===== src/assert_macros.svh =====
// assertion macros shared by the mip chain blocks
// expects clk and rst_n in the scope of each use
`ifndef ASSERT_MACROS_SVH
`define ASSERT_MACROS_SVH

// same-cycle implication, held off during reset
`define MMBD_ASSERT_IMP(name, ante, cons, msg) \
    name: assert property (@(posedge clk) disable iff (!rst_n) (ante) |-> (cons)) \
        else $error(msg);

// next-cycle implication, held off during reset
`define MMBD_ASSERT_NXT(name, ante, cons, msg) \
    name: assert property (@(posedge clk) disable iff (!rst_n) (ante) |=> (cons)) \
        else $error(msg);

`endif


===== src/mmbd_pkg.sv =====
// types and constants of the mip chain 2x2 box downsampler
// no dependencies; used by every module of the block
package mmbd_pkg;

    localparam int MAX_WIDTH  = 4096;
    localparam int MAX_LEVELS = 12;

    localparam int COORD_W   = $clog2(MAX_WIDTH);
    localparam int ADDR_W    = COORD_W;
    localparam int LVL_IDX_W = $clog2(MAX_LEVELS);

    localparam int DIM_W     = 13;
    localparam int CHCNT_W   = 3;
    localparam int LEVEL_W   = 4;
    localparam int POS_W     = 11;
    localparam int CH_W      = 8;
    localparam int NUM_CH    = 4;
    localparam int PIX_W     = CH_W * NUM_CH;
    localparam int PAIR_CH_W = CH_W + 1;
    localparam int PAIR_W    = PAIR_CH_W * NUM_CH;

    // configuration register indexes
    localparam int CFG_IDX_W = 2;
    localparam logic [CFG_IDX_W-1:0] REG_IMAGE_WIDTH   = 2'd0;
    localparam logic [CFG_IDX_W-1:0] REG_IMAGE_HEIGHT  = 2'd1;
    localparam logic [CFG_IDX_W-1:0] REG_CHANNEL_COUNT = 2'd2;

    localparam logic [DIM_W-1:0]   DIM_MAX   = DIM_W'(MAX_WIDTH);
    localparam logic [CHCNT_W-1:0] CH_MAX    = CHCNT_W'(NUM_CH);

    // small queues between front, level engine and result side
    localparam int QUEUE_DEPTH = 4;
    localparam int QPTR_W      = $clog2(QUEUE_DEPTH);
    localparam int QCNT_W      = $clog2(QUEUE_DEPTH + 1);

    typedef logic [COORD_W-1:0] coord_t;
    typedef logic [LEVEL_W-1:0] level_t;

    typedef struct packed {
        logic [DIM_W-1:0] width;
        logic [DIM_W-1:0] height;
    } dims_t;

    typedef struct packed {
        coord_t           x;
        coord_t           y;
        logic [PIX_W-1:0] px;
    } job_t;

    typedef struct packed {
        level_t           level;
        logic [POS_W-1:0] col;
        logic [POS_W-1:0] row;
        logic [PIX_W-1:0] px;
        logic             last;
    } result_t;

endpackage


===== src/mmbd_job_queue.sv =====
// four-entry request queue between the front end and the level engine
// depends on mmbd_pkg
module mmbd_job_queue (
    input  logic           clk,
    input  logic           rst_n,
    input  logic           push,
    input  mmbd_pkg::job_t din,
    output logic           full,
    input  logic           pop,
    output mmbd_pkg::job_t dout,
    output logic           empty
);

    mmbd_pkg::job_t                entries_reg [mmbd_pkg::QUEUE_DEPTH];
    logic [mmbd_pkg::QPTR_W-1:0]   wr_ptr_reg;
    logic [mmbd_pkg::QPTR_W-1:0]   rd_ptr_reg;
    logic [mmbd_pkg::QCNT_W-1:0]   count_reg;
    logic                          do_push;
    logic                          do_pop;

    assign full    = (count_reg == mmbd_pkg::QCNT_W'(mmbd_pkg::QUEUE_DEPTH));
    assign empty   = (count_reg == '0);
    assign do_push = push && !full;
    assign do_pop  = pop && !empty;
    assign dout    = entries_reg[rd_ptr_reg];

    always_ff @(posedge clk or negedge rst_n)
    begin
        if (!rst_n)
        begin
            wr_ptr_reg <= '0;
            rd_ptr_reg <= '0;
            count_reg  <= '0;
        end
        else
        begin
            if (do_push)
                wr_ptr_reg <= wr_ptr_reg + mmbd_pkg::QPTR_W'(1);
            if (do_pop)
                rd_ptr_reg <= rd_ptr_reg + mmbd_pkg::QPTR_W'(1);
            if (do_push && !do_pop)
                count_reg <= count_reg + mmbd_pkg::QCNT_W'(1);
            else if (do_pop && !do_push)
                count_reg <= count_reg - mmbd_pkg::QCNT_W'(1);
        end
    end

    always_ff @(posedge clk)
    begin
        if (do_push)
            entries_reg[wr_ptr_reg] <= din;
    end

endmodule


===== config.mk =====
export PLATFORM = sky130hd
export DESIGN_NAME = mmbd_job_queue
export DESIGN_NICKNAME = d
export VERILOG_FILES = /design/src/assert_macros.svh /design/src/mmbd_pkg.sv /design/src/mmbd_job_queue.sv
export SDC_FILE = /design/constraint.sdc
export NUM_CORES = 1
export LEC_CHECK = 0
export BUFFER_PORTS_ARGS = -buffer_cell sky130_fd_sc_hd__buf_2
export CAP_MARGIN = 0
export CELL_PAD_IN_SITES_DETAIL_PLACEMENT = 1
export CELL_PAD_IN_SITES_GLOBAL_PLACEMENT = 1
export CORE_MARGIN = 2
export CORE_UTILIZATION = 30
export CTS_CLUSTER_DIAMETER = 120
export DETAILED_ROUTE_END_ITERATION = 16
export PLACE_DENSITY = 0.52
export SKIP_LAST_GASP = 1
export SYNTH_ARGS = -nofsm -noshare
export SYNTH_HDL_FRONTEND = slang
export SYNTH_SLANG_ARGS = --single-unit

===== constraint.sdc =====
create_clock -name clk -period 3.4 [get_ports clk]
set_input_delay 0.51 -clock clk [delete_from_list [all_inputs] [get_ports clk]]
set_output_delay 0.51 -clock clk [all_outputs]
set_load 0.01 [all_outputs]

After elaboration in Yosys (flattened, before gate mapping) --
Memory sizes are Yosys's and may differ from the RTL's. Index checks and enable logic that the tools add are counted.
Storage, ports and cells: register bits after elaboration 7, memory bits (writable) 224, output and inout port bits 58, word-level logic and storage cells 23, memories 1
Cells by class: add/sub/neg operators 4, equal/unequal tests 1, muxes and demuxes 4, reductions and logical operators 10
Memories:
- entries_reg | depth 4, width 56, read ports 1, clocked after memory_dff 0, write ports 1, RTL line mmbd_job_queue.sv:14 | mmbd_pkg::job_t entries_reg [mmbd_pkg::QUEUE_DEPTH];
Operators with widths (number):
- $mux 3 | 2
- $add 2x1->2 const B | 2
- $logic_and 1x1->1 | 4
- $logic_not 1->1 | 4
- $add 3x1->3 const B | 1
- $eq 3x3->1 const B | 1
- $logic_not 3->1 | 1
- $sub 3x1->3 const B | 1
- $mux 1 | 2
- $reduce_bool 2->1 | 1

Depth between registers and ports, before layout --
word-level depth 7, depth in mapped cells 9

Worst setup path before layout --
No wires, ideal clock.
kind register -> register, start register count_reg[2] (netlist bit), end memory entries_reg[0][0] (netlist bit) (enable), arrival 2.155 ns, slack 0.826 ns, stages on the path, launching flop included 5, cell sequence dfrtp_1 -> nor3b_2 -> nor2b_1 -> buf_2 -> and2_1
Between the ends: cells in the longest elaborated chain, start to end 5
Ends and longest elaborated chain:
- start, declared | RTL line mmbd_job_queue.sv:17 | logic [mmbd_pkg::QCNT_W-1:0] count_reg;
- start signal, assigned | RTL line mmbd_job_queue.sv:42 | count_reg <= count_reg + mmbd_pkg::QCNT_W'(1);
- start signal, assigned | RTL line mmbd_job_queue.sv:44 | count_reg <= count_reg - mmbd_pkg::QCNT_W'(1);
- $eq 3x3->1 | RTL line mmbd_job_queue.sv:21 | assign full = (count_reg == mmbd_pkg::QCNT_W'(mmbd_pkg::QUEUE_DEPTH));
- net full | RTL line mmbd_job_queue.sv:8 | output logic full,
- $logic_not 1->1 | RTL line mmbd_job_queue.sv:23 | assign do_push = push && !full;
- $logic_and 1x1->1 | RTL line mmbd_job_queue.sv:23
- net do_push | RTL line mmbd_job_queue.sv:18 | logic do_push;
- $mux 1 | RTL line mmbd_job_queue.sv:50 | if (do_push)
- $mux 1 (not written as such) | RTL line mmbd_job_queue.sv:51 | entries_reg[wr_ptr_reg] <= din;
- end, declared | RTL line mmbd_job_queue.sv:14
The timed path passes the listed nets, and every way through them passes these cells.

==> results by group <==
Timing
  – Fin. Hold Viols: 0
  – Final setup violation count: 0
  – Max Clock Freq: between 300 and 400 MHz
  – Slew HR: 0.4039
  – Slew @ Worst Pin: between 0.8 and 0.9 ns
  – Setup_tns: 0 ns
  – RSZ-0062 raised after global routing: no
  – Period Utilization, post-route: 0.7930
  – Clock Skew: around 0.0087 ns
  – Slew Viols, Final: 0
  – Fin crit period: 2.696 ns

Synth
  – Sequential element share of the synthesized area: 0.8096
  – Syn avg cell area: roughly 26 µm²
  – Yosys cell types: 21
  – Synth warnings: 0
  – Post-synth net total: 395
  – Mapped cell area: 0.008524 mm²
  – Synth Register Bits: roughly 230
  – Mapped Cells: ~330

Floorplanning
  – I/O pin count: around 120
  – Die X: between 150 and 200 µm
  – # rows: 61
  – Core area: between 0.02 and 0.03 mm²
  – Die Y: approximately 170 µm
  – Starting Density: 0.3060
  – Full die area: ~0.03 mm²

Global routing
  – Pin count of the biggest net entering global routing: between 50 and 60
  – First-pass GRT wire length: ~26000 µm
  – Vias in the first global route: roughly 4300
  – GRT overflow: 0
  – Initial antenna violation count: 3
  – Total GRT Usage: 0.1141

Critical path
  – CP top delay family: flip-flops
  – CP peak stage delay: 1.02 ns
  – Worst R2R Path Depth: 8
  – Buf/Inv on CP: 1
  – Worst Path Arrival: 2.19 ns
  – Worst Setup SP: rd_ptr_reg[1]
  – CP max FO: 57
  – Setup crit start kind: flip-flop
  – Reg2Reg Capture Point: count_reg[2]
  – Crit Path Category: flip-flop to output port
  – Required @ worst endpoint: a little under 3 ns
  – CP max-delay cell: dfrtp_4
  – Setup crit end kind: output port
  – Reg2reg start: count_reg[2]
  – Flop2flop setup slack: 1.14 ns
  – Critical-path cell list: mux4_2 > buf_2

Clock network
  – CTS tree: built
  – CTS Hold Bufs: 1
  – H-tree Lvls: 1
  – CTS Root Cell: clkbuf_16
  – CTS Buffer Depth: 3
  – Post-cts sizing count: 0
  – CTS sink count: between 200 and 250
  – CTS Buf Count: 26
  – Setup Fix Bufs, Post-CTS: 0
  – Clk_lat worst skew: around 0.51 ns
  – Clock transition at path regs: ~0.06 ns

Placed design
  – Placed Cells: 816
  – Final HPWL DP: just over 10000 µm
  – Number of port buffers: between 100 and 150
  – Routability Congestion: ~0.66

Power and ir drop
  – Int Pwr: 6.658 mW
  – Sequential Power Share: 0.437
  – Logic pwr share: 0.269
  – Psw: around 2.6 mW
  – P_leak: ~3.5 nW
  – Power share of the clock group: 0.294
  – Switch share: 0.2839
  – Power density over the cells: around 890 mW/mm²
  – Peak VDD IR: about 460 µV

Detailed routing
  – DR vias/cell: approximately 4.4
  – DR WL/cell: 19.41 µm
  – Post-detailed-route count of antenna-violating nets: 0
  – Via count: ~3800
  – Drc violations: 0
  – WL final: 16810 µm
  – DR iter-0 viols: a little under 200
  – Drt pass-1 iters: 4

Cells and area
  – Net count, final: 533
  – Share of layout cells above drive strength 1: 0.4661
  – Max FFs per register: 224
  – Layout Area Growth over Synthesis: 22.53%
  – Finished Layout Cells: a little under 900

Hold path
  – Tightest Hold Check Type: input port to flip-flop
  – Hold Crit Start: din[21]
  – Hold endpoint: entries_reg[2][21]
  – Worst hold stages: 1

Job
  – MaxCap Viol Count: 0

Outcome
  – Status: completed
## cell usage after synthesis
library cell / number / share of area
ha_1: 5 / 0.0073
clkbuf_1: 2 / 0.00088
xnor2_1: 4 / 0.0041
nand3_1: 1 / 0.00059
nor2_1: 1 / 0.00044
buf_4: 3 / 0.0026
mux2_2: 2 / 0.0026
buf_2: 5 / 0.0029
or3_1: 1 / 0.00073
xor2_1: 2 / 0.0021
nor3b_2: 1 / 0.0015
and2_1: 4 / 0.0029
dfrtp_1: 7 / 0.021
mux4_2: 56 / 0.15
inv_1: 4 / 0.0018
fa_1: 1 / 0.0023
nor2b_1: 1 / 0.00073
edfxtp_1: 224 / 0.79
buf_6: 1 / 0.0013
buf_12: 3 / 0.0070
nand2_1: 1 / 0.00044
## worst reg2reg max path, cell delays in order (launching register included)
cell	delay, ns
dfrtp_1	0.40
nor3b_2	0.18
nor2b_1	0.44
ha_1	0.29
inv_1	0.07
fa_1	0.39
xor2_1	0.15
nor2_1	0.12
xor2_1	0.15
## power by group through the flow
stage	Clock, mW	Sequential (mW)	Combinational, mW
2_1_floorplan	0	3.94	1.79
3_3_place_gp	0	4.11	2.58
3_5_place_dp	0	4.15	2.60
4_1_cts	2.81	4.09	2.61
5_1_grt	2.91	4.14	2.74
6_report	2.73	4.07	2.50
## cell families (layout without fill, tap and decap cells)
logic type,Yosys count,count (layout),share of synthesized area
DFF,231,231,0.8096
and+or+nand+nor,10,10,0.007338
buffers and inverters,18,176,0.01659
muxes,58,58,0.1506
adders and majority gates,6,6,0.009687
other,0,1,0
xor gates and xnor gates,6,6,0.006165
## area by class of cell
type / instances / area (µm²)
Fill cell: 2666 / 17410
Sequential cell: 231 / 6909
Multi-Input combinational cell: 80 / 1491
Timing Repair Buffer: 124 / 703.2
Clock buffer: 33 / 698.2
Tap cell: 378 / 473.0
Clock inverter: 15 / 152.6
Inverter: 4 / 15.01
Antenna cell: 1 / 2.502
## cells in the final DEF (no fill, tap or decap)
cell type / instances
clkinvlp_4: 1
nor2b_1: 1
buf_12: 5
nand3_1: 1
diode_2: 1
fa_1: 1
bufinv_16: 3
nor3b_2: 1
buf_2: 117
nor2_1: 1
dlygate4sd3_1: 1
clkbuf_1: 6
buf_4: 1
clkbuf_16: 27
ha_1: 5
or3_1: 1
edfxtp_1: 224
dfrtp_1: 5
mux4_2: 56
nand2_1: 1
inv_1: 4
xnor2_1: 4
mux2_2: 2
xor2_1: 2
clkinv_4: 1
and2_4: 4
dfrtp_4: 2
clkinv_1: 3
clkinv_2: 7
## how the worst max path moves through the flow
stage | end | slack (ns) | cells after the start
3_3_place_gp | entries_reg[0][55] | 1.17 | 4
2_1_floorplan | entries_reg[0][0] | 0.83 | 4
3_5_place_dp | count_reg[2] | 1.09 | 8
4_1_cts | dout[33] | 0.63 | 2
5_1_grt | dout[33] | 0.58 | 2
6_report | dout[33] | 0.70 | 2
## stage by stage
step | worst slack [ns] | area [µm²] | hold WS [ns] | power (mW) | utilization
final | 0.7038 | 10450 | 0.2123 | 9.298 | 0.3749
after global routing | 0.5839 | 10440 | 0.1946 | 9.786 | 0.3748
after CTS | 0.6254 | 10440 | 0.1812 | 9.512 | 0.3748
after detailed placement | 1.094 | 9582 | 0.3654 | 6.742 | 0.3439
after global placement | 1.171 | 9582 | 0.3644 | 6.691 | 0.3439
after floorplan | 0.8255 | 8524 | 0.2144 | 5.734 | -
## layer usage
layer / GRT usage / up-vias / wire [µm]
met1: 0.1540 / 1966 / 7474
li1: - / 1679 / -
met5: 0 / - / 21
met3: 0.03232 / 30 / 1037
met4: 0.02742 / 4 / 261
met2: 0.1836 / 103 / 8011
Note: power is estimated with default switching activity, not from simulation.
