[src/assert_macros.svh]
// assertion macros shared by the mip chain blocks
// expects clk and rst_n in the scope of each use
`ifndef ASSERT_MACROS_SVH
`define ASSERT_MACROS_SVH

// same-cycle implication, held off during reset
`define MMBD_ASSERT_IMP(name, ante, cons, msg) \
    name: assert property (@(posedge clk) disable iff (!rst_n) (ante) |-> (cons)) \
        else $error(msg);

// next-cycle implication, held off during reset
`define MMBD_ASSERT_NXT(name, ante, cons, msg) \
    name: assert property (@(posedge clk) disable iff (!rst_n) (ante) |=> (cons)) \
        else $error(msg);

`endif

[src/mmbd_pkg.sv]
// types and constants of the mip chain 2x2 box downsampler
// no dependencies; used by every module of the block
package mmbd_pkg;

    localparam int MAX_WIDTH  = 4096;
    localparam int MAX_LEVELS = 12;

    localparam int COORD_W   = $clog2(MAX_WIDTH);
    localparam int ADDR_W    = COORD_W;
    localparam int LVL_IDX_W = $clog2(MAX_LEVELS);

    localparam int DIM_W     = 13;
    localparam int CHCNT_W   = 3;
    localparam int LEVEL_W   = 4;
    localparam int POS_W     = 11;
    localparam int CH_W      = 8;
    localparam int NUM_CH    = 4;
    localparam int PIX_W     = CH_W * NUM_CH;
    localparam int PAIR_CH_W = CH_W + 1;
    localparam int PAIR_W    = PAIR_CH_W * NUM_CH;

    // configuration register indexes
    localparam int CFG_IDX_W = 2;
    localparam logic [CFG_IDX_W-1:0] REG_IMAGE_WIDTH   = 2'd0;
    localparam logic [CFG_IDX_W-1:0] REG_IMAGE_HEIGHT  = 2'd1;
    localparam logic [CFG_IDX_W-1:0] REG_CHANNEL_COUNT = 2'd2;

    localparam logic [DIM_W-1:0]   DIM_MAX   = DIM_W'(MAX_WIDTH);
    localparam logic [CHCNT_W-1:0] CH_MAX    = CHCNT_W'(NUM_CH);

    // small queues between front, level engine and result side
    localparam int QUEUE_DEPTH = 4;
    localparam int QPTR_W      = $clog2(QUEUE_DEPTH);
    localparam int QCNT_W      = $clog2(QUEUE_DEPTH + 1);

    typedef logic [COORD_W-1:0] coord_t;
    typedef logic [LEVEL_W-1:0] level_t;

    typedef struct packed {
        logic [DIM_W-1:0] width;
        logic [DIM_W-1:0] height;
    } dims_t;

    typedef struct packed {
        coord_t           x;
        coord_t           y;
        logic [PIX_W-1:0] px;
    } job_t;

    typedef struct packed {
        level_t           level;
        logic [POS_W-1:0] col;
        logic [POS_W-1:0] row;
        logic [PIX_W-1:0] px;
        logic             last;
    } result_t;

endpackage

[src/mmbd_front.sv]
// front end: configuration registers, base raster position and channel masking
// depends on mmbd_pkg
module mmbd_front (
    input  logic                                 clk,
    input  logic                                 rst_n,
    input  logic                                 push,
    input  logic [mmbd_pkg::CH_W-1:0]            pix_c0,
    input  logic [mmbd_pkg::CH_W-1:0]            pix_c1,
    input  logic [mmbd_pkg::CH_W-1:0]            pix_c2,
    input  logic [mmbd_pkg::CH_W-1:0]            pix_c3,
    input  logic                                 cfg_valid,
    output logic                                 cfg_ready,
    input  logic [mmbd_pkg::CFG_IDX_W-1:0]       cfg_index,
    input  logic [mmbd_pkg::DIM_W-1:0]           cfg_data,
    input  logic                                 job_full,
    output logic                                 job_push,
    output mmbd_pkg::job_t                       job,
    output mmbd_pkg::dims_t                      dims,
    output logic                                 restart
);

    logic [mmbd_pkg::DIM_W-1:0]   width_reg;
    logic [mmbd_pkg::DIM_W-1:0]   height_reg;
    logic [mmbd_pkg::CHCNT_W-1:0] chans_reg;
    mmbd_pkg::coord_t             col_reg;
    mmbd_pkg::coord_t             row_reg;
    logic                         last_col;
    logic                         last_row;
    logic [mmbd_pkg::PIX_W-1:0]   raw_px;
    logic [mmbd_pkg::PIX_W-1:0]   masked_px;

    function automatic logic [mmbd_pkg::DIM_W-1:0] eff_dim(logic [mmbd_pkg::DIM_W-1:0] v);
        logic [mmbd_pkg::DIM_W-1:0] r;
        r = v;
        if (v == '0)
            r = mmbd_pkg::DIM_W'(1);
        else if (v > mmbd_pkg::DIM_MAX)
            r = mmbd_pkg::DIM_MAX;
        return r;
    endfunction

    function automatic logic [mmbd_pkg::CHCNT_W-1:0] eff_chans(
        logic [mmbd_pkg::CHCNT_W-1:0] v
    );
        logic [mmbd_pkg::CHCNT_W-1:0] r;
        r = v;
        if (v == '0)
            r = mmbd_pkg::CHCNT_W'(1);
        else if (v > mmbd_pkg::CH_MAX)
            r = mmbd_pkg::CH_MAX;
        return r;
    endfunction

    assign cfg_ready = 1'b1;
    assign restart   = cfg_valid && ((cfg_index == mmbd_pkg::REG_IMAGE_WIDTH) ||
                                     (cfg_index == mmbd_pkg::REG_IMAGE_HEIGHT) ||
                                     (cfg_index == mmbd_pkg::REG_CHANNEL_COUNT));

    assign job_push  = push && !job_full;
    assign last_col  = ({1'b0, col_reg} == (width_reg - mmbd_pkg::DIM_W'(1)));
    assign last_row  = ({1'b0, row_reg} == (height_reg - mmbd_pkg::DIM_W'(1)));

    assign raw_px = {pix_c3, pix_c2, pix_c1, pix_c0};

    // channels at or above the channel count read as zero
    always_comb
    begin
        for (int c = 0; c < mmbd_pkg::NUM_CH; c++)
        begin
            if (mmbd_pkg::CHCNT_W'(c) < chans_reg)
                masked_px[c*mmbd_pkg::CH_W +: mmbd_pkg::CH_W] =
                    raw_px[c*mmbd_pkg::CH_W +: mmbd_pkg::CH_W];
            else
                masked_px[c*mmbd_pkg::CH_W +: mmbd_pkg::CH_W] = '0;
        end
    end

    assign job.x  = col_reg;
    assign job.y  = row_reg;
    assign job.px = masked_px;

    assign dims.width  = width_reg;
    assign dims.height = height_reg;

    always_ff @(posedge clk or negedge rst_n)
    begin
        if (!rst_n)
        begin
            width_reg  <= mmbd_pkg::DIM_MAX;
            height_reg <= mmbd_pkg::DIM_MAX;
            chans_reg  <= mmbd_pkg::CH_MAX;
            col_reg    <= '0;
            row_reg    <= '0;
        end
        else if (restart)
        begin
            case (cfg_index)
                mmbd_pkg::REG_IMAGE_WIDTH:   width_reg  <= eff_dim(cfg_data);
                mmbd_pkg::REG_IMAGE_HEIGHT:  height_reg <= eff_dim(cfg_data);
                mmbd_pkg::REG_CHANNEL_COUNT:
                    chans_reg <= eff_chans(cfg_data[mmbd_pkg::CHCNT_W-1:0]);
                default: ;
            endcase
            col_reg <= '0;
            row_reg <= '0;
        end
        else if (job_push)
        begin
            if (last_col)
            begin
                col_reg <= '0;
                row_reg <= last_row ? '0 : row_reg + mmbd_pkg::COORD_W'(1);
            end
            else
            begin
                col_reg <= col_reg + mmbd_pkg::COORD_W'(1);
            end
        end
    end

endmodule

[config.mk]
export PLATFORM = sky130hd
export DESIGN_NAME = mmbd_front
export DESIGN_NICKNAME = d
export VERILOG_FILES = /design/src/assert_macros.svh /design/src/mmbd_pkg.sv /design/src/mmbd_front.sv
export SDC_FILE = /design/constraint.sdc
export NUM_CORES = 1
export LEC_CHECK = 0
export ABC_AREA = 1
export BUFFER_PORTS_ARGS = -buffer_cell sky130_fd_sc_hd__clkbuf_2
export CAP_MARGIN = 20
export CORE_ASPECT_RATIO = 1.75
export CORE_MARGIN = 2
export CORE_UTILIZATION = 45
export CTS_CLUSTER_SIZE = 14
export DETAILED_ROUTE_END_ITERATION = 16
export PLACE_DENSITY = 0.81
export SETUP_SLACK_MARGIN = 0.02
export SLEW_MARGIN = 15
export SYNTH_ARGS = -nofsm -noshare
export SYNTH_HDL_FRONTEND = slang
export SYNTH_SLANG_ARGS = --single-unit
[constraint.sdc]
create_clock -name clk -period 2.2 [get_ports clk]
set_clock_uncertainty 0.15 [all_clocks]
set_input_delay 0.11 -clock clk [delete_from_list [all_inputs] [get_ports clk]]
set_output_delay 0.11 -clock clk [all_outputs]
set_load 0.02 [all_outputs]
# After elaboration in Yosys (flattened, before gate mapping)
# Cells that the tools add are included.
# totals
register_bits	53
in_bits	52
output_inout_bits	85
# op_classes
n_addsub	4
order_cmp	6
n_eq_ne	4
mux	15
n_reduce_logical	14
# ops
cell	count
$mux 12	7
$mux 8	4
$eq 12x13->1	2
$mux 13	2
$sub 13x1->13 const B	2
$add 12x1->12 const B	2
$gt 13x13->1 const B	1
$logic_not 13->1	1
$reduce_and 2->1	4
$lt 1x3->1 const A	2
$lt 2x3->1 const A	2
$mux 3	2
$reduce_bool 2->1	2
$gt 3x3->1 const B	1
$logic_not 3->1	1
$eq 2x1->1 const B	1
$eq 2x2->1 const B	1
$logic_and 1x1->1	2
$logic_not 2->1	1
$logic_or 1x1->1	2
$logic_not 1->1	1

# Longest topological paths before layout
# Gate-level depths: netlist of the first run.
# depth
word_depth	6
ltp_mapped	16
depth_no_buf	15

# Least setup slack after synthesis of the first run
# OpenSTA, ideal clock, no wires.
# synth_timing
kind	reg-to-reg
from	register width_reg[0] (netlist name)
to	register row_reg[9]
setup_time_ns	0.065
arrival_ns	2.013
required_ns	1.985
setup_slack_ns	-0.028
stages_incl_launch_ff	16
synth_period_minus_slack_ns	2.228
path_cell_list	dfrtp_1 inv_1 ha_1 inv_1 nand2_1 nand2_1 nand2_1 o21ai_1 nor2_1 nand3_1 nor2_2 nand3_2 o21bai_4 buf_6 nand2_1 nand2_1
# synth_between
elab_chain_len	4
# synth_lines
element	line_no	text
start: declaration	mmbd_front.sv:22	logic [mmbd_pkg::DIM_W-1:0] width_reg;
start signal: assignment	mmbd_front.sv:89	width_reg <= mmbd_pkg::DIM_MAX;
start signal: assignment	mmbd_front.sv:98	mmbd_pkg::REG_IMAGE_WIDTH: width_reg <= eff_dim(cfg_data);
$sub 13x1->13	mmbd_front.sv:60	assign last_col = ({1'b0, col_reg} == (width_reg - mmbd_pkg::DIM_W'(1)));
$eq 12x13->1	mmbd_front.sv:60	
$reduce_bool 2->1 (no line)	n/a	
$reduce_and 2->1 (no line)	n/a	
end signal: assignment	mmbd_front.sv:112	row_reg <= last_row ? '0 : row_reg + mmbd_pkg::COORD_W'(1);
end: declaration	mmbd_front.sv:26	mmbd_pkg::coord_t row_reg;
# Every way passes these cells.
# A chain may end at the register's enable or synchronous reset.

# Worst setup path in the final report of the first run
# layout_timing
from	register width_reg[1] (netlist name)
to	register row_reg[11]
# The elaborated chain is that of the path after synthesis.

==> results of run 1 <==
==> routing by layer <==
| metal | routed length, um | GRT usage [%] |
|---|---|---|
| met5 | 0 | 0 |
| met4 | 674 | 14.12 |
| met2 | 6325 | 46.27 |
| met3 | 573 | 3.098 |
| met1 | 4563 | 30.76 |
==> cell families after synthesis <==
family | Yosys count | synth area share (%)
buffers and inverters | 108 | 11.01
DFF | 53 | 34.42
other | 1 | 0.09706
adders and majority gates | 4 | 1.295
xor gates and xnor gates | 39 | 8.841
and+or+nand+nor | 341 | 36.53
AOI/OAI and AO/OA | 51 | 7.805
==> what timing repair did <==
action                                  CTS  global route
gates cloned                              0             4
endpoints found under the hold margin    67             0
gates resized for setup                   3            20
hold buffers                             12             0
buffers inserted                          0             3
pin swaps                                 0            11
endpoints found under the setup margin   12            20
==> synthesized netlist by cell type (4+ instances only) <==
master,n
xnor2_1,14
nand2_1,183
xor2_1,25
o21bai_1,12
nor4_1,4
nor2_1,101
nor2_2,6
dfrtp_1,50
nand3b_1,4
clkbuf_1,6
o21ai_0,33
nor3_1,6
ha_1,4
nand4_1,4
nand3_1,25
inv_1,97
==> per-stage QoR <==
stage / instance area [um2] / std cells
floorplan: 3867 / 597
global placement: 4778 / 853
detailed placement: 4778 / 853
CTS: 5052 / 873
global route: 5197 / 880
finish: 5197 / 880
==> tightest hold or removal path: stages <==
cell      delay (ns)
clkbuf_2        0.11
nor3_2          0.09
nand2_1         0.07
o21ai_0         0.07
==> worst max path at each step <==
stage	from	endpoint	cells after the start
2_1_floorplan	width_reg[0]	row_reg[9]	15
3_3_place_gp	height_reg[0]	row_reg[5]	13
3_5_place_dp	width_reg[1]	row_reg[4]	12
4_1_cts	height_reg[1]	row_reg[4]	12
5_1_grt	width_reg[4]	row_reg[8]	13
6_report	width_reg[1]	row_reg[11]	13
==> final cells by class <==
class | count | area share (%)
well taps | 115 | 2.768
flip-flops and latches | 53 | 25.61
clock buffers | 6 | 2.480
inverters | 97 | 7.005
clock inverters | 2 | 0.2889
repair buffers | 170 | 19.86
multi-input cells | 437 | 41.98
==> where the power goes <==
part / switching (mW) / internal, mW / total, mW
Clock: 0.350 / 0.422 / 0.773
Sequential: 0.343 / 1.17 / 1.51
Combinational: 1.38 / 0.861 / 2.24
==> impl_metrics.env, run 1 <==
export IMPL_irDropWorstVdd_mv=0.8260
export IMPL_globalplace_congestion=0.9319
export IMPL_cpPeakStageDelay_ns=0.41
export IMPL_ys_types=31
export IMPL_crit_type="register to register"
export IMPL_yosysWarnings=0
export IMPL_slew_viol_final=0
export IMPL_viasPerCell=4.930
export IMPL_timing_rr_start="width_reg[1]"
export IMPL_status="finished with violations"
export IMPL_postSynthAreaPerCell_um2=6.472
export IMPL_holdPathEnd="height_reg[12]"
export IMPL_syn_area_um2=3864
export IMPL_synthArstFlopShare_pct=100.0
export IMPL_synth_ff_type="dfrtp_1"
export IMPL_ys_ff_latch=53
export IMPL_num_vias=4338
export IMPL_timing_rr_end="row_reg[11]"
export IMPL_drtIter0Drc=265
export IMPL_finalWorstSetupSlack_ns=-0.01346
export IMPL_final_common_cell="nand2_1"
export IMPL_htreeDepth=2
export IMPL_reg2regPathDepth=13
export IMPL_crit_path_end_kind="register"
export IMPL_hp_start="cfg_index[1]"
export IMPL_power_density_nw_per_um2=871.8
export IMPL_grt_overflow_total=0
export IMPL_syn_inst=597
export IMPL_cts_root_buf="clkbuf_16"
export IMPL_area_growth_pct=34.52
export IMPL_max_slew_margin_pct=47.47
export IMPL_die_x_um=74.05
export IMPL_path_max_fanout=5
export IMPL_synth_edf_count=0
export IMPL_ff2ff_setup_slack_ns=-0.01
export IMPL_synthTopCellsByArea="dfrtp_1, nand2_1, nor2_1, inv_1, xor2_1"
export IMPL_drt_first_pass_iters=5
export IMPL_pre_cts_ws_ns=-0.07994
export IMPL_period_share_pct=100.6
export IMPL_holdPathStages=4
export IMPL_numPortBuffers=135
export IMPL_failed_checks="negative setup slack"
export IMPL_finalPower_mw=4.531
export IMPL_numCtsBuffers=5
export IMPL_cpMaxStageDelayCell="dfrtp_1"
export IMPL_ant_nets=0
export IMPL_start_util_pct=46.48
export IMPL_yosysTopAreaCellShare_pct=32.38
export IMPL_fin_hold_ws_ns=0.01542
export IMPL_grt_total_usage_pct=26.56
export IMPL_wl_um=12140
export IMPL_setup_viol=7
export IMPL_leakage_nw=2.915
export IMPL_post_drt_wl_per_cell_um=13.79
export IMPL_crit_path_frequent_cell="nand2_1"
export IMPL_fin_util_pct=62.52
export IMPL_ios=137
export IMPL_worstPathCellList="inv_2, ha_4, xor2_1, o21ai_1, nor2_1, nand3_1, nor2_2, nand3_2, o21bai_4, buf_4, clkbuf_16, nand2_1, nand2_1"
export IMPL_max_clock_path_buffers=2
export IMPL_regArea_um2=1331
export IMPL_grt_pass1_wl_um=19440
export IMPL_synth_top_area_cell="dfrtp_1"
export IMPL_critPathArrivalTime_ns=2.30
export IMPL_synth_sequential_area_ratio_pct=34.42
export IMPL_tns_ns=-0.04671
export IMPL_antenna_cells=0
export IMPL_final_layout_size_suffix_gt1_share_pct=26.27
export IMPL_cap_violations=0
export IMPL_path_clk_slew_ns=0.07
export IMPL_final_nets=820
export IMPL_grt_pass1_vias=4201
export IMPL_core_area_um2=8313
export IMPL_fillers=748
export IMPL_hold_viol_final=0
export IMPL_syn_nets=653
export IMPL_grt_max_degree=45
export IMPL_worstMarginPinSlew_ns=0.7819
export IMPL_max_freq_ghz=0.4518
export IMPL_cts_tree="built"
export IMPL_hold_class="input pin to register"
export IMPL_worstPathRequired_ns=2.29
export IMPL_rsz0062_at_grt="true"
export IMPL_die_area_um2=9372
export IMPL_num_rows=44
export IMPL_grt_antenna_before_repair=0
export IMPL_min_period_ns=2.213
export IMPL_cp_buffers_inverters=3
export IMPL_clock_sinks=53
export IMPL_crit_path_start_kind="register"
export IMPL_multi_input_area_um2=2182
export IMPL_mostFrequentLayoutCells="nand2_1, clkbuf_2, inv_1"
export IMPL_drc=0
export IMPL_clock_latency_ns=0.29
export IMPL_dpl_hpwl_um=9628
export IMPL_path_delay_family="simple AND/OR/NAND/NOR gates"
export IMPL_die_height_um=126.6
(Power assumes the default switching activity.)
==> run 2, diff against run 1 <==
- ABC_AREA: 1 -> unset
- PLACE_DENSITY: 0.81 -> 0.82
==> impl_metrics.env, run 2 <==
export IMPL_finalPower_mw=3.740
export IMPL_synth_simple_area_share_pct=31.27
export IMPL_num_rows=43
export IMPL_slew_viol_final=0
export IMPL_min_period_ns=3.167
export IMPL_placedInstanceArea_um2=4902
export IMPL_ys_ff_latch=53
export IMPL_multi_input_area_um2=2371
export IMPL_placedCellCount=706
export IMPL_final_common_cell="clkbuf_2"
export IMPL_clock_sinks=53
export IMPL_grt_overflow_total=0
export IMPL_timing_rr_end="row_reg[2]"
export IMPL_crit_type="register to register"
export IMPL_final_layout_size_suffix_gt1_share_pct=45.19
export IMPL_timing_rr_start="height_reg[1]"
export IMPL_yosysWarnings=0
export IMPL_cap_violations=0
export IMPL_synth_most_common_cell="nand2_1"
export IMPL_yosys_top_cells_count="nand2_1, dfrtp_1, o21ai_0, nor2b_1, xnor2_1"
export IMPL_max_slew_margin_pct=39.00
export IMPL_holdPathStages=3
export IMPL_antenna_cells=0
export IMPL_pre_cts_ws_ns=-0.9641
export IMPL_failed_checks="negative setup slack"
export IMPL_fin_util_pct=69.51
export IMPL_dpl_hpwl_um=9544
export IMPL_grt_antenna_before_repair=0
export IMPL_ant_nets=0
export IMPL_worstPathRequired_ns=2.22
export IMPL_worstMarginPinSlew_ns=0.9081
export IMPL_final_nets=699
export IMPL_tns_ns=-17.24
export IMPL_hp_start="cfg_data[9]"
export IMPL_num_vias=4333
export IMPL_htreeDepth=2
export IMPL_syn_inst=432
export IMPL_drt_first_pass_iters=5
export IMPL_crit_path_end_kind="register"
export IMPL_syn_nets=488
export IMPL_synth_ff_type="dfrtp_1"
export IMPL_final_cells=734
export IMPL_path_clk_slew_ns=0.07
export IMPL_reg2regPathDepth=10
export IMPL_max_clock_path_buffers=2
export IMPL_post_drt_wl_per_cell_um=18.28
export IMPL_fin_hold_ws_ns=0.006031
export IMPL_numCtsBuffers=5
export IMPL_rsz0062_at_grt="true"
export IMPL_start_util_pct=45.79
export IMPL_ff2ff_setup_slack_ns=-0.97
export IMPL_regArea_um2=1335
export IMPL_die_x_um=71.59
export IMPL_synth_adder_area_share_pct=1.391
export IMPL_grt_pass1_vias=4205
export IMPL_hold_class="input pin to register"
export IMPL_critPathArrivalTime_ns=3.19
export IMPL_max_freq_ghz=0.3157
export IMPL_grt_total_usage_pct=29.96
export IMPL_fin_area_um2=5460
export IMPL_mostFrequentLayoutCells="clkbuf_2, buf_4, nand2_1"
export IMPL_die_height_um=122.3
export IMPL_grt_max_degree=27
export IMPL_cts_tree="built"
export IMPL_wl_um=13420
export IMPL_grt_pass1_wl_um=20500
export IMPL_synthTopCellsByArea="dfrtp_1, nand2_1, xnor2_1, o21ai_0, nor2b_1"
export IMPL_finalWorstSetupSlack_ns=-0.9672
export IMPL_drtIter0Drc=422
export IMPL_synthMuxAreaShare_pct=0.9391
export IMPL_synth_top_area_cell="dfrtp_1"
export IMPL_viasPerCell=5.903
export IMPL_yosysTopAreaCellShare_pct=34.78
export IMPL_synth_top_family_by_area="simple AND/OR/NAND/NOR gates"
export IMPL_ys_types=54
export IMPL_synth_compound_area_share_pct=16.77
export IMPL_path_max_fanout=4
export IMPL_syn_area_um2=3597
export IMPL_synth_edf_count=0
export IMPL_setup_viol=24
export IMPL_leakage_nw=2.565
export IMPL_irDropWorstVdd_mv=0.4479
export IMPL_area_growth_pct=51.79
export IMPL_ios=137
export IMPL_cts_root_buf="clkbuf_16"
export IMPL_core_area_um2=7855
export IMPL_die_area_um2=8753
export IMPL_crit_path_start_kind="register"
export IMPL_globalplace_congestion=0.9499
export IMPL_synth_xor_area_share_pct=8.278
export IMPL_period_share_pct=144.0
export IMPL_numPortBuffers=135
export IMPL_synth_sequential_area_ratio_pct=36.97
export IMPL_drc=0
export IMPL_hold_viol_final=0
export IMPL_status="finished with violations"
export IMPL_power_density_nw_per_um2=685.0
export IMPL_synthArstFlopShare_pct=100.0
export IMPL_postSynthAreaPerCell_um2=8.327
export IMPL_fillers=584
export IMPL_holdPathEnd="width_reg[9]"
export IMPL_clock_latency_ns=0.30
## run 2: changes by cell type in the layout (fill, tap and decap cells not counted), sizes merged, moves of 11 or more
cell	delta
xor2	-15
buf	+66
nand2	-129
nor2b	+26
o31ai	+11
nand2b	+14
a21oi	+15
nor2	-97
inv	-86
o21bai	-13
## run 2: layer usage
| layer | vias up | GRT usage (%) | part of all wire [%] |
|---|---|---|---|
| met3 | 55 | 3.284 | 5.8 |
| met2 | 217 | 53.99 | 54 |
| met4 | 0 | 16.51 | 4.6 |
| met1 | 2103 | 33.77 | 35 |
| li1 | 1958 | - | - |
| met5 | - | 0 | 0 |
## run 2: worst max-delay path by stage
stage	from	endpoint	slack, ns	cells after the start
2_1_floorplan	height_reg[0]	row_reg[11]	-0.96	10
3_3_place_gp	height_reg[1]	row_reg[8]	-0.88	10
3_5_place_dp	height_reg[1]	row_reg[8]	-0.96	10
4_1_cts	height_reg[1]	row_reg[2]	-0.91	10
5_1_grt	height_reg[1]	row_reg[2]	-1.05	10
6_report	height_reg[1]	row_reg[2]	-0.97	10
## run 2: area by class of cell
| cell class | count | area share, % |
|---|---|---|
| flip-flops and latches | 53 | 24.45 |
| repair buffers | 231 | 26.60 |
| multi-input cells | 342 | 43.42 |
| clock buffers | 5 | 2.291 |
| clock inverters | 3 | 0.4812 |
| inverters | 10 | 0.6874 |
| well taps | 90 | 2.062 |
## run 2: critical path, cell delays in order (launching register included)
cell,delay (ns)
dfrtp_2,0.42
inv_2,0.08
ha_4,0.13
or4b_4,0.47
or4_4,0.54
a2111oi_4,0.31
o2111a_1,0.22
o211ai_1,0.23
o31ai_4,0.27
buf_4,0.17
a21oi_1,0.05
## run 2: report_power, final
| part | switching [mW] | internal (mW) |
|---|---|---|
| Clock | 0.374 | 0.430 |
| Sequential | 0.116 | 1.08 |
| Combinational | 0.975 | 0.763 |
| Total | 1.46 | 2.28 |
## run 2: kinds of logic (layout without fill, tap and decap cells)
group,after synthesis,after routing
DFF,53,53
xor gates and xnor gates,34,34
AOI/OAI and AO/OA,93,93
other,1,1
and+or+nand+nor,207,207
buffers and inverters,37,249
muxes,3,3
adders and majority gates,4,4
## run 2: timing repair
| action | in CTS | in global routing |
|---|---|---|
| hold endpoints to repair | 24 | 0 |
| setup endpoints to repair | 24 | 24 |
| hold buffers | 9 | 0 |
| pin swaps | 9 | 21 |
| resized for setup | 29 | 25 |
| cloned | 1 | 0 |
| buffers inserted | 7 | 7 |
