$ cat src/assert_macros.svh
// assertion macros shared by the mip chain blocks
// expects clk and rst_n in the scope of each use
`ifndef ASSERT_MACROS_SVH
`define ASSERT_MACROS_SVH

// same-cycle implication, held off during reset
`define MMBD_ASSERT_IMP(name, ante, cons, msg) \
    name: assert property (@(posedge clk) disable iff (!rst_n) (ante) |-> (cons)) \
        else $error(msg);

// next-cycle implication, held off during reset
`define MMBD_ASSERT_NXT(name, ante, cons, msg) \
    name: assert property (@(posedge clk) disable iff (!rst_n) (ante) |=> (cons)) \
        else $error(msg);

`endif

$ cat src/mmbd_pkg.sv
// types and constants of the mip chain 2x2 box downsampler
// no dependencies; used by every module of the block
package mmbd_pkg;

    localparam int MAX_WIDTH  = 4096;
    localparam int MAX_LEVELS = 12;

    localparam int COORD_W   = $clog2(MAX_WIDTH);
    localparam int ADDR_W    = COORD_W;
    localparam int LVL_IDX_W = $clog2(MAX_LEVELS);

    localparam int DIM_W     = 13;
    localparam int CHCNT_W   = 3;
    localparam int LEVEL_W   = 4;
    localparam int POS_W     = 11;
    localparam int CH_W      = 8;
    localparam int NUM_CH    = 4;
    localparam int PIX_W     = CH_W * NUM_CH;
    localparam int PAIR_CH_W = CH_W + 1;
    localparam int PAIR_W    = PAIR_CH_W * NUM_CH;

    // configuration register indexes
    localparam int CFG_IDX_W = 2;
    localparam logic [CFG_IDX_W-1:0] REG_IMAGE_WIDTH   = 2'd0;
    localparam logic [CFG_IDX_W-1:0] REG_IMAGE_HEIGHT  = 2'd1;
    localparam logic [CFG_IDX_W-1:0] REG_CHANNEL_COUNT = 2'd2;

    localparam logic [DIM_W-1:0]   DIM_MAX   = DIM_W'(MAX_WIDTH);
    localparam logic [CHCNT_W-1:0] CH_MAX    = CHCNT_W'(NUM_CH);

    // small queues between front, level engine and result side
    localparam int QUEUE_DEPTH = 4;
    localparam int QPTR_W      = $clog2(QUEUE_DEPTH);
    localparam int QCNT_W      = $clog2(QUEUE_DEPTH + 1);

    typedef logic [COORD_W-1:0] coord_t;
    typedef logic [LEVEL_W-1:0] level_t;

    typedef struct packed {
        logic [DIM_W-1:0] width;
        logic [DIM_W-1:0] height;
    } dims_t;

    typedef struct packed {
        coord_t           x;
        coord_t           y;
        logic [PIX_W-1:0] px;
    } job_t;

    typedef struct packed {
        level_t           level;
        logic [POS_W-1:0] col;
        logic [POS_W-1:0] row;
        logic [PIX_W-1:0] px;
        logic             last;
    } result_t;

endpackage

$ cat src/mmbd_out_queue.sv
// four-entry result queue, head drives the result ports
// depends on mmbd_pkg and assert_macros.svh
`include "assert_macros.svh"

module mmbd_out_queue (
    input  logic              clk,
    input  logic              rst_n,
    input  logic              push,
    input  mmbd_pkg::result_t din,
    output logic              full,
    input  logic              pop,
    output mmbd_pkg::result_t dout,
    output logic              empty
);

    mmbd_pkg::result_t             entries_reg [mmbd_pkg::QUEUE_DEPTH];
    logic [mmbd_pkg::QPTR_W-1:0]   wr_ptr_reg;
    logic [mmbd_pkg::QPTR_W-1:0]   rd_ptr_reg;
    logic [mmbd_pkg::QCNT_W-1:0]   count_reg;
    logic                          do_push;
    logic                          do_pop;

    assign full    = (count_reg == mmbd_pkg::QCNT_W'(mmbd_pkg::QUEUE_DEPTH));
    assign empty   = (count_reg == '0);
    assign do_push = push && !full;
    assign do_pop  = pop && !empty;
    assign dout    = entries_reg[rd_ptr_reg];

    always_ff @(posedge clk or negedge rst_n)
    begin
        if (!rst_n)
        begin
            wr_ptr_reg <= '0;
            rd_ptr_reg <= '0;
            count_reg  <= '0;
        end
        else
        begin
            if (do_push)
                wr_ptr_reg <= wr_ptr_reg + mmbd_pkg::QPTR_W'(1);
            if (do_pop)
                rd_ptr_reg <= rd_ptr_reg + mmbd_pkg::QPTR_W'(1);
            if (do_push && !do_pop)
                count_reg <= count_reg + mmbd_pkg::QCNT_W'(1);
            else if (do_pop && !do_push)
                count_reg <= count_reg - mmbd_pkg::QCNT_W'(1);
        end
    end

    always_ff @(posedge clk)
    begin
        if (do_push)
            entries_reg[wr_ptr_reg] <= din;
    end

    `MMBD_ASSERT_IMP(a_count_bound, 1'b1, count_reg <= mmbd_pkg::QCNT_W'(mmbd_pkg::QUEUE_DEPTH), "result queue count overflow")
    `MMBD_ASSERT_NXT(a_ptr_gap, 1'b1, (wr_ptr_reg - rd_ptr_reg) == count_reg[mmbd_pkg::QPTR_W-1:0], "result queue pointers disagree with count")

endmodule

$ cat config.mk
export PLATFORM = sky130hd
export DESIGN_NAME = mmbd_out_queue
export DESIGN_NICKNAME = d
export VERILOG_FILES = /design/src/mmbd_pkg.sv /design/src/mmbd_out_queue.sv
export VERILOG_INCLUDE_DIRS = /design/src /design/src/src
export SDC_FILE = /design/constraint.sdc
export NUM_CORES = 1
export LEC_CHECK = 0
export BUFFER_PORTS_ARGS = -buffer_cell sky130_fd_sc_hd__buf_2
export CORE_MARGIN = 2
export CORE_UTILIZATION = 35
export DETAILED_ROUTE_END_ITERATION = 7
export SLEW_MARGIN = 20
export SYNTH_ARGS = -nofsm -noshare
export SYNTH_HDL_FRONTEND = slang
export SYNTH_SLANG_ARGS = --single-unit
$ cat constraint.sdc
create_clock -name clk -period 3.17 [get_ports clk]
set_clock_uncertainty 0.15 [all_clocks]
set_input_delay 0.317 -clock clk [delete_from_list [all_inputs] [get_ports clk]]
set_output_delay 0.317 -clock clk [all_outputs]
set_load 0.03 [all_outputs]
======== Word-level counts from Yosys, hierarchy flattened ========
Memories as Yosys holds them, arrays and structs flattened.
Index checks and enable logic that the tools add are counted.
word-level totals
  memory bits (writable) .................. 236
  word-level logic and storage cells ...... 23
  memories kept ........................... 1
  output and inout port bits .............. 61
  register bits ........................... 7
memory list
  name         depth  width  rd ports  clocked after memory_dff  wr ports  RTL line              source
  entries_reg  4      59     1         0                         1         mmbd_out_queue.sv:16  mmbd_pkg::result_t entries_reg [mmbd_pkg::QUEUE_DEPTH];
cells by class
  reduce and logical (&&, ||, !) cells .... 10
  add/sub/neg operators ................... 4
  muxes and demuxes ....................... 4
  eq/ne operators ......................... 1
operator list
  cell                   count
  $mux W3                2
  $add A2 B1 Y2 const B  2
  $logic_and A1 B1 Y1    4
  $logic_not A1 Y1       4
  $add A3 B1 Y3 const B  1
  $eq A3 B3 Y1 const B   1
  $logic_not A3 Y1       1
  $sub A3 B1 Y3 const B  1
  $mux W1                2
  $reduce_bool A2 Y1     1

======== Longest topological paths before layout ========
Gate-level depths: netlist of the first run.
  depth after elaboration ................. 7
  mapped depth ............................ 9
  gate-level depth less buffers ........... 8

======== Worst setup path after synthesis of the first run ========
OpenSTA, ideal clock, no wires.
  path kind ............................... reg2reg
  from .................................... register count_reg[2] in the netlist's numbering
  to ...................................... memory entries_reg[2][0] in the netlist's numbering (enable)
  cell stages (with the launch flop) ...... 5
  slack ................................... 0.317 ns
  arrival ................................. 2.280 ns
  library setup time ...................... 0.423 ns
  cell sequence ........................... dfrtp_1 -> nor3b_2 -> nor2b_1 -> buf_6 -> and2_1
between the ends
  cells in the longest elaborated chain, start to end .. 5
ends and longest elaborated chain
  element                        RTL line              source
  from (decl)                    mmbd_out_queue.sv:19  logic [mmbd_pkg::QCNT_W-1:0] count_reg;
  from (signal assigned)         mmbd_out_queue.sv:44  count_reg <= count_reg + mmbd_pkg::QCNT_W'(1);
  from (signal assigned)         mmbd_out_queue.sv:46  count_reg <= count_reg - mmbd_pkg::QCNT_W'(1);
  $eq A3 B3 Y1                   mmbd_out_queue.sv:23  assign full = (count_reg == mmbd_pkg::QCNT_W'(mmbd_pkg::QUEUE_DEPTH));
  net full                       mmbd_out_queue.sv:10  output logic full,
  $logic_not A1 Y1               mmbd_out_queue.sv:25  assign do_push = push && !full;
  $logic_and A1 B1 Y1            mmbd_out_queue.sv:25
  net do_push                    mmbd_out_queue.sv:20  logic do_push;
  $mux W1                        mmbd_out_queue.sv:52  if (do_push)
  $mux W1 (not written as such)  mmbd_out_queue.sv:53  entries_reg[wr_ptr_reg] <= din;
  to (decl)                      mmbd_out_queue.sv:16
The timed path passes the listed nets, and every way through them passes these cells.

==> impl_metrics.toml, run 1 <==
[drt]
vias = 4200
totalWireLength_microns = 17220
drt-initial-drc-count = 244
drc = 0
drt_first_pass_iters = 4
wl_per_cell_microns = 19.09
ant_nets = 0
viasPerCell = 4.656

[critical_path]
r2r_setup_slack_ns = 0.70
cp-start-kind = "register"
slowest_stage = "dfrtp_4"
startpoint = "rd_ptr_reg[0]$_DFFE_PN0P_"
critPathKind = "reg2out"
cpPeakStageDelay_ns = 0.67
worstPathMaxFanout = 27
reg2reg_from = "count_reg[2]$_DFFE_PN0P_"
crit_path_end_kind = "output pin"
cp.required_ns = 2.70
crit_chain = "buf_12, mux4_2, buf_2"
cp.arrival_ns = 2.29

[timing]
max_freq_mhz = 363.0
tns_ns = 0
slew_headroom = 0.3770
slew_viol_final = 0
rsz0062_at_grt = "false"
worst_slew_pin_slew_ns = 0.9346
fin_crit_ns = 2.755
setup_viol = 0
period_share = 0.8691
hold_viol = 0

[synthesis]
synth_top_area_share = 0.7866
ys_warn_count = 0
synthTopCellsByArea = "edfxtp_1, mux4_2, dfrtp_1"
syn_area_per_cell_sq_um = 26.12
ys_types = 22
ys_seq_area_frac = 0.8060
syn-cell-area_sq_um = 9010
syn_nets = 414
synth_cells = 345
yosysTopAreaCell = "edfxtp_1"
synth_seq_cells = 243

[placement]
placed_area_sq_um = 10030
io_buffers = 123
gp_routability_congestion = 0.6488
hpwl_microns = 10300

[clocking]
cts_tree = "built"
cts_resized = 0
insertion_delay_ns = 0.52
cts_buffers = 26
postCtsSetupRepairBufs = 0
clkTransAtPathRegs_ns = 0.06
clock_path_buffers = 3
cts_root_buf = "clkbuf_16"
htreeDepth = 1
cts.sinks = 243

[cells_and_area]
most-common-layout-cells = "edfxtp_1, buf_2, dlygate4sd3_1"
fin_nets = 621
final_common_cell = "edfxtp_1"
post_route_cells_drive_above_1_share = 0.4151
regArea_sq_um = 7269
multi_input_area_sq_um = 1567
fillers = 2117
largest_reg_flops = 236
stdcell_area_sq_um = 11540
syn_to_final_growth_pct = 28.07

[floorplanning]
row_count = 58
start_util = 0.3568
ioPinCount = 124
core_sq_um = 25250
die_y_microns = 164.4
dieArea_sq_um = 27040
die_w_microns = 164.4

[pwr]
p_leak_nw = 4.003
power_density_nw_per_um2 = 986.2
worst_ir_drop_vdd_v = 0.0005347

[grt]
antenna_found_initial = 1
gr-usage-all-layers = 0.1292
grt_pass1_wl_microns = 26400
grt_start_max_net_pins = 61
grt_overflow_total = 0
grt_pass1_vias = 4550

[job]
max_cap_violations = 0

[worst_hold_path]
hp-class = "in2async"

[run_status]
status = "finished, final reports clean"
==> per-stage QoR <==
stage	setup slack, ns	hold WS (ns)	cells	power (mW)	utilization
after floorplan	0.3174	-0.1286	345	7.352	-
after global placement	0.8492	0.01846	793	8.295	0.3971
after detailed placement	0.6705	0.02075	793	8.376	0.3971
after CTS	0.3332	0.02038	901	11.59	0.4568
after global routing	0.2691	0.02501	902	11.92	0.4569
final	0.4149	0.03061	902	11.38	0.4569
==> worst paths after layout <==
check / to / cells after the start
max: dout[26] / 3
min: count_reg[0]$_DFFE_PN0P_ / 2
max reg2reg: count_reg[2]$_DFFE_PN0P_ / 8
min reg2reg: count_reg[2]$_DFFE_PN0P_ / 1
max in group asynchronous: rd_ptr_reg[0]$_DFFE_PN0P_ / 2
min in group clk: wr_ptr_reg[0]$_DFFE_PN0P_ / 3
==> cell type report <==
type                            count  share of cell area
Inverter                            4            0.001301
Sequential cell                   243              0.6300
Tap cell                          330             0.03578
Antenna cell                        1           0.0002169
Clock inverter                     13             0.01681
Clock buffer                       34             0.06083
Timing Repair Buffer              194              0.1193
Multi-Input combinational cell     83              0.1358
==> cell families (layout without fill, tap and decap cells) <==
| family | count (synthesis) | in the layout | share of synthesized area |
|---|---|---|---|
| muxes | 61 | 61 | 0.1508 |
| and+or+nand+nor | 10 | 10 | 0.006942 |
| buffers and inverters | 19 | 245 | 0.02125 |
| DFF | 243 | 243 | 0.8060 |
| other | 0 | 1 | 0 |
| xor gates and xnor gates | 6 | 6 | 0.005832 |
| adders and majority gates | 6 | 6 | 0.009165 |
==> synthesized netlist by cell type <==
master / instances
nand2_1: 1
buf_6: 2
nor2b_1: 1
clkbuf_1: 1
inv_1: 4
ha_1: 5
or3_1: 1
nor2_1: 1
dfrtp_1: 7
xnor2_1: 4
buf_12: 6
mux4_1: 1
nor3b_2: 1
and2_1: 4
fa_1: 1
nand3_1: 1
buf_2: 6
xor2_1: 2
mux2_2: 1
mux4_2: 58
mux2_4: 1
edfxtp_1: 236
==> what timing repair did <==
item	in CTS	in global routing
setup endpoints to repair	0	0
hold buffers	61	0
endpoints found under the hold margin	245	0
==> worst max-delay path, delay by kind of cell, from the launching register on <==
family                 cells  cell delay (ns)
flip-flops                 1             0.67
buffers and inverters      2             0.50
multiplexers               1             0.58
==> routing by layer <==
metal | global-route usage | part of all wire
met1 | 0.1602 | 0.41
met2 | 0.2294 | 0.52
met3 | 0.02838 | 0.058
met4 | 0.03518 | 0.017
met5 | 0 | 0
==> report_power, final <==
group | leakage [nW] | internal [mW] | switching, mW | total, mW
clock network | 0.437 | 1.96 | 1.16 | 3.12
registers | 2.24 | 4.25 | 0.393 | 4.64
logic | 1.32 | 1.45 | 2.17 | 3.62
total | 4.00 | 7.66 | 3.71 | 11.4
Note: power is estimated with default switching activity, not from simulation.
==> inputs of run 2 (changes only) <==
CTS_BUF_LIST = sky130_fd_sc_hd__clkbuf_8 sky130_fd_sc_hd__clkbuf_16   (was default)
==> run 2 against run 1 <==
Against the previous run:
- core utilization unchanged
- global-route usage did not move
- combinational power barely moved
- final cell count is the same
- clock power about the same
- via count unchanged
- die area unchanged
- flip-flop and latch count unchanged
- worst setup slack is essentially flat
- largest cell class unchanged
- highest routed layer unchanged
==> impl_metrics.toml, run 2 (synthesis results as in run 1) <==
[cells_and_area]
largest_reg_flops = 236
post_route_cells_drive_above_1_share = 0.4151
stdcell_area_sq_um = 11540
final_common_cell = "edfxtp_1"
fin_nets = 621
syn_to_final_growth_pct = 28.07
most-common-layout-cells = "edfxtp_1, buf_2, dlygate4sd3_1"

[grt]
grt_pass1_wl_microns = 26400
grt_overflow_total = 0
grt_pass1_vias = 4549
grt_start_max_net_pins = 61
antenna_found_initial = 1
gr-usage-all-layers = 0.1292

[timing]
period_share = 0.8690
finalWorstSetupSlack_ns = 0.4152
hold_ws_ns = 0.03121
setup_viol = 0
tns_ns = 0
worst_slew_pin_slew_ns = 0.9327
slew_viol_final = 0
hold_viol = 0
rsz0062_at_grt = "false"
max_freq_mhz = 363.0
fin_crit_ns = 2.755
slew_headroom = 0.3782

[drt]
viasPerCell = 4.656
ant_nets = 0
vias = 4200
drt_first_pass_iters = 5
drc = 0
totalWireLength_microns = 17190
wl_per_cell_microns = 19.05
drt-initial-drc-count = 215

[critical_path]
critPathKind = "reg2out"
crit_chain = "buf_12, mux4_2, buf_2"
cpPeakStageDelay_ns = 0.67
cp.arrival_ns = 2.29
crit_path_end_kind = "output pin"
worstPathMaxFanout = 27
cp-start-kind = "register"
slowest_stage = "dfrtp_4"
cp.required_ns = 2.70

[placement]
gp_routability_congestion = 0.6488
place_ws_ns = 0.6705
placed_area_sq_um = 10030
hpwl_microns = 10300
io_buffers = 123

[floorplanning]
start_util = 0.3568
row_count = 58
ioPinCount = 124
die_w_microns = 164.4
core_sq_um = 25250
die_y_microns = 164.4
dieArea_sq_um = 27040

[pwr]
pwr-share-clk = 0.273
pwr-share-seq = 0.409
p_int_mw = 7.642
power.switching_mw = 3.712
p_comb_frac = 0.318
worst_ir_drop_vdd_v = 0.0005348
finalPower_mw = 11.35
power_density_nw_per_um2 = 984.0
p_leak_nw = 4.032
switching_share = 0.3269

[clocking]
htreeDepth = 1
postCtsSetupRepairBufs = 0
cts_root_buf = "clkbuf_16"
clock_path_buffers = 3
cts_buffers = 26
insertion_delay_ns = 0.52
clkTransAtPathRegs_ns = 0.06
cts_resized = 0
cts.sinks = 243
cts_hold_buf = 61
cts_tree = "built"

[job]
max_cap_violations = 0

[worst_hold_path]
hp-class = "in2async"

[run_status]
status = "finished, final reports clean"
==> run 2: critical path, delay by kind of cell (launching register included) <==
family / cells / cell delay [ns]
flip-flops: 1 / 0.67
multiplexers: 1 / 0.58
buffers and inverters: 2 / 0.50
==> run 2: cell type report <==
type / count / area [sq um]
flip-flops and latches: 243 / 7269
clock inverters: 20 / 220.2
inverters: 4 / 15.01
fillers: 2117 / 13720
multi-input cells: 83 / 1567
repair buffers: 194 / 1376
diodes: 1 / 2.502
clock buffers: 27 / 675.6
well taps: 330 / 412.9
==> run 2: worst paths after layout <==
path | start | endpoint | slack [ns] | cells past startpoint
min in group clk | push | wr_ptr_reg[0]$_DFFE_PN0P_ | 0.16 | 3
max | rd_ptr_reg[0]$_DFFE_PN0P_ | dout[26] | 0.42 | 3
min | rst_n | count_reg[0]$_DFFE_PN0P_ | 0.03 | 2
min reg2reg | count_reg[2]$_DFFE_PN0P_ | count_reg[2]$_DFFE_PN0P_ | 0.36 | 1
max reg2reg | count_reg[2]$_DFFE_PN0P_ | count_reg[2]$_DFFE_PN0P_ | 0.70 | 8
max in group asynchronous | rst_n | rd_ptr_reg[0]$_DFFE_PN0P_ | 2.65 | 2
==> run 2: through the flow <==
stage	util	std cells
5_1_grt	0.4569	902
6_report	0.4569	902
3_3_place_gp	0.3971	793
4_1_cts	0.4568	901
2_1_floorplan	-	345
3_5_place_dp	0.3971	793
==> run 2: power groups by stage <==
stage	Sequential [mW]	Clock, mW	Combinational [mW]
detailed placement	4.74	0	3.64
global route	4.73	3.31	3.86
global placement	4.69	0	3.60
CTS	4.67	3.19	3.71
finish	4.64	3.10	3.61
floorplan	4.45	0	2.90
==> run 2: per-layer routing <==
metal  GRT usage  up-vias  part of all wire
li1            -     1888                 -
met1      0.1602     2168              0.41
met2      0.2294      117              0.52
met3     0.02838       27             0.059
met4     0.03518        0             0.017
met5           0        -                 0
==> inputs of run 3 (changes only) <==
ABC_AREA = 1   (was default)
==> run 3 against run 2 <==
Against the previous run:
- cell area increased by 6.4%
- final cell count is 48% higher
- hold slack better by 0.33 ns
- register-to-register slack improved by 0.23 ns
- die area increased by 9.5%
- critical path depth up 1
- critical path type unchanged
- power up 3.0%
- synthesized cell count increased by 120%
- first-iteration DRC count up 41%
==> impl_metrics.toml, run 3 <==
[synthesis]
synth_compound_area_frac = 0.09013
syn_nets = 819
synth_mux_area_frac = 0
ys.flop_type = "edfxtp_1"
ys_top_cells_by_count = "edfxtp_1, nand2_1, inv_1, o211ai_1, buf_6"
syn-cell-area_sq_um = 9884
synth_seq_cells = 243
yosys.cell_count.top_type = "edfxtp_1"
ys_warn_count = 0
ys_seq_area_frac = 0.7347
synth-adder-area-share = 0.008354
yosys.area_share.simple = 0.07975
syn_area_per_cell_sq_um = 13.18
synth_top_area_share = 0.7170
synth_edf_count = 236
synthTopCellsByArea = "edfxtp_1, o211ai_1, nand2_1"
synth_cells = 750
ys_types = 17
yosysTopAreaCell = "edfxtp_1"
synth_xor_area_frac = 0.0008861
synth_top_family_by_area = "compound AO/OA/AOI/OAI gates"
ys_async_sr_fraction = 0.02881

[pwr]
finalPower_mw = 11.69
worst_ir_drop_vdd_v = 0.0003909
power_density_nw_per_um2 = 952.7
p_leak_nw = 4.980

[timing]
slew_viol_final = 0
setup_viol = 0
slew_headroom = 0.4358
max_freq_mhz = 381.9
rsz0062_at_grt = "false"
worst_slew_pin_slew_ns = 0.8462
finalWorstSetupSlack_ns = 0.5516
fin_crit_ns = 2.618
hold_ws_ns = 0.3638
tns_ns = 0
period_share = 0.8260
hold_viol = 0

[critical_path]
crit_path_end_kind = "output pin"
cp.arrival_ns = 2.15
r2r_setup_slack_ns = 0.93
cp.required_ns = 2.70
critPathKind = "reg2out"
r2r_end = "count_reg[1]$_DFFE_PN0P_"
reg2reg_from = "count_reg[0]$_DFFE_PN0P_"
worstPathMaxFanout = 61
cp-start-kind = "register"
rr_worst_depth = 9

[placement]
placed_area_sq_um = 10830
io_buffers = 123
dpl.cell_count = 1226
hpwl_microns = 10840
gp_routability_congestion = 0.7170
place_ws_ns = 0.9150

[grt]
grt_start_max_net_pins = 77
grt_pass1_wl_microns = 29840
grt_pass1_vias = 5903
gr-usage-all-layers = 0.1294
grt_overflow_total = 0
antenna_found_initial = 1

[cells_and_area]
post_route_cells_drive_above_1_share = 0.1881
final_common_cell = "edfxtp_1"
syn_to_final_growth_pct = 24.18
fillers = 2537
largest_reg_flops = 236
fin_nets = 1008
stdcell_area_sq_um = 12270
final_cells = 1336
fin_util = 0.4418
most-common-layout-cells = "edfxtp_1, nand2_1, inv_1"

[run_status]
status = "finished, final reports clean"

[worst_hold_path]
hp-class = "reg2reg"
hold_path_depth = 2
hp-start = "count_reg[2]$_DFFE_PN0P_"
whs_endpoint = "count_reg[2]$_DFFE_PN0P_"

[floorplanning]
core_sq_um = 27780
ioPinCount = 124
dieArea_sq_um = 29600
die_w_microns = 172.1
row_count = 61
start_util = 0.3558
die_y_microns = 172.1

[clocking]
htreeDepth = 1
clkTransAtPathRegs_ns = 0.06
cts_resized = 0
cts_buffers = 26
insertion_delay_ns = 0.53
clock_path_buffers = 3
cts_root_buf = "clkbuf_16"
cts.sinks = 243
cts_tree = "built"

[drt]
vias = 5954
viasPerCell = 4.457
drt-initial-drc-count = 304
drc = 0
wl_per_cell_microns = 14.35
ant_nets = 0
totalWireLength_microns = 19170
drt_first_pass_iters = 4

[job]
max_cap_violations = 0
[run 3: cell count changes after synthesis, moves of 3 or more]
cell      previous run  this run
buf_4                0         3
nand2_1              1       195
nor2_1               1         4
buf_12               6         0
mux4_2              58         0
and2_1               4         0
xnor2_1              4         1
buf_6                2        23
inv_1                4       133
nand3_1              1         7
o211ai_1             0       118
buf_2                6        12
[run 3: cells by family (layout without fill, tap and decap cells)]
| logic type | count (synthesis) | count (layout) |
|---|---|---|
| flops | 243 | 243 |
| simple gates | 207 | 207 |
| buf+inv | 174 | 381 |
| compound gates | 119 | 119 |
| fa+ha+maj | 6 | 6 |
| xor+xnor | 1 | 1 |
| other cells | 0 | 1 |
[run 3: what timing repair did]
| item | in CTS | in global routing |
|---|---|---|
| hold buffers | 63 | 0 |
| buffers inserted | 0 | 0 |
| hold endpoints to repair | 247 | 0 |
[run 3: cell type report]
type	instances	area [sq um]	share of cell area
Sequential cell	243	7263	0.5917
Multi-Input combinational cell	333	1800	0.1467
Timing Repair Buffer	200	1414	0.1152
Clock buffer	26	650.6	0.05301
Inverter	135	511.7	0.04169
Tap cell	378	473.0	0.03853
Clock inverter	20	158.9	0.01295
Antenna cell	1	2.502	0.0002039
[run 3: how the worst max path moves through the flow]
stage | endpoint | start | cells past startpoint
final | dout[32] | rd_ptr_reg[1]$_DFFE_PN0P_ | 4
after global routing | dout[43] | rd_ptr_reg[0]$_DFFE_PN0P_ | 6
after CTS | dout[46] | rd_ptr_reg[1]$_DFFE_PN0P_ | 5
after detailed placement | count_reg[1]$_DFFE_PN0P_ | count_reg[0]$_DFFE_PN0P_ | 9
after global placement | count_reg[1]$_DFFE_PN0P_ | count_reg[1]$_DFFE_PN0P_ | 9
after floorplan | entries_reg[0][0]$_DFFE_PP_ | count_reg[0]$_DFFE_PN0P_ | 4
[run 3: metal layers]
metal | GRT usage | vias up | part of all wire
li1 | - | 2986 | -
met1 | 0.1529 | 2812 | 0.43
met2 | 0.2321 | 113 | 0.50
met3 | 0.02838 | 43 | 0.050
met4 | 0.04567 | 0 | 0.026
met5 | 0 | - | 0
[run 3: where the power goes]
part	switching, mW	internal, mW	total [mW]
sequential	0.152	4.23	4.38
combinational	3.24	1.25	4.48
clock	1.18	1.65	2.83
total	4.57	7.13	11.7
[run 3: critical path: stages (launching register included)]
cell	delay [ns]
dfrtp_2	0.36
buf_4	0.67
o211ai_1	0.20
nand2_1	0.16
buf_2	0.21
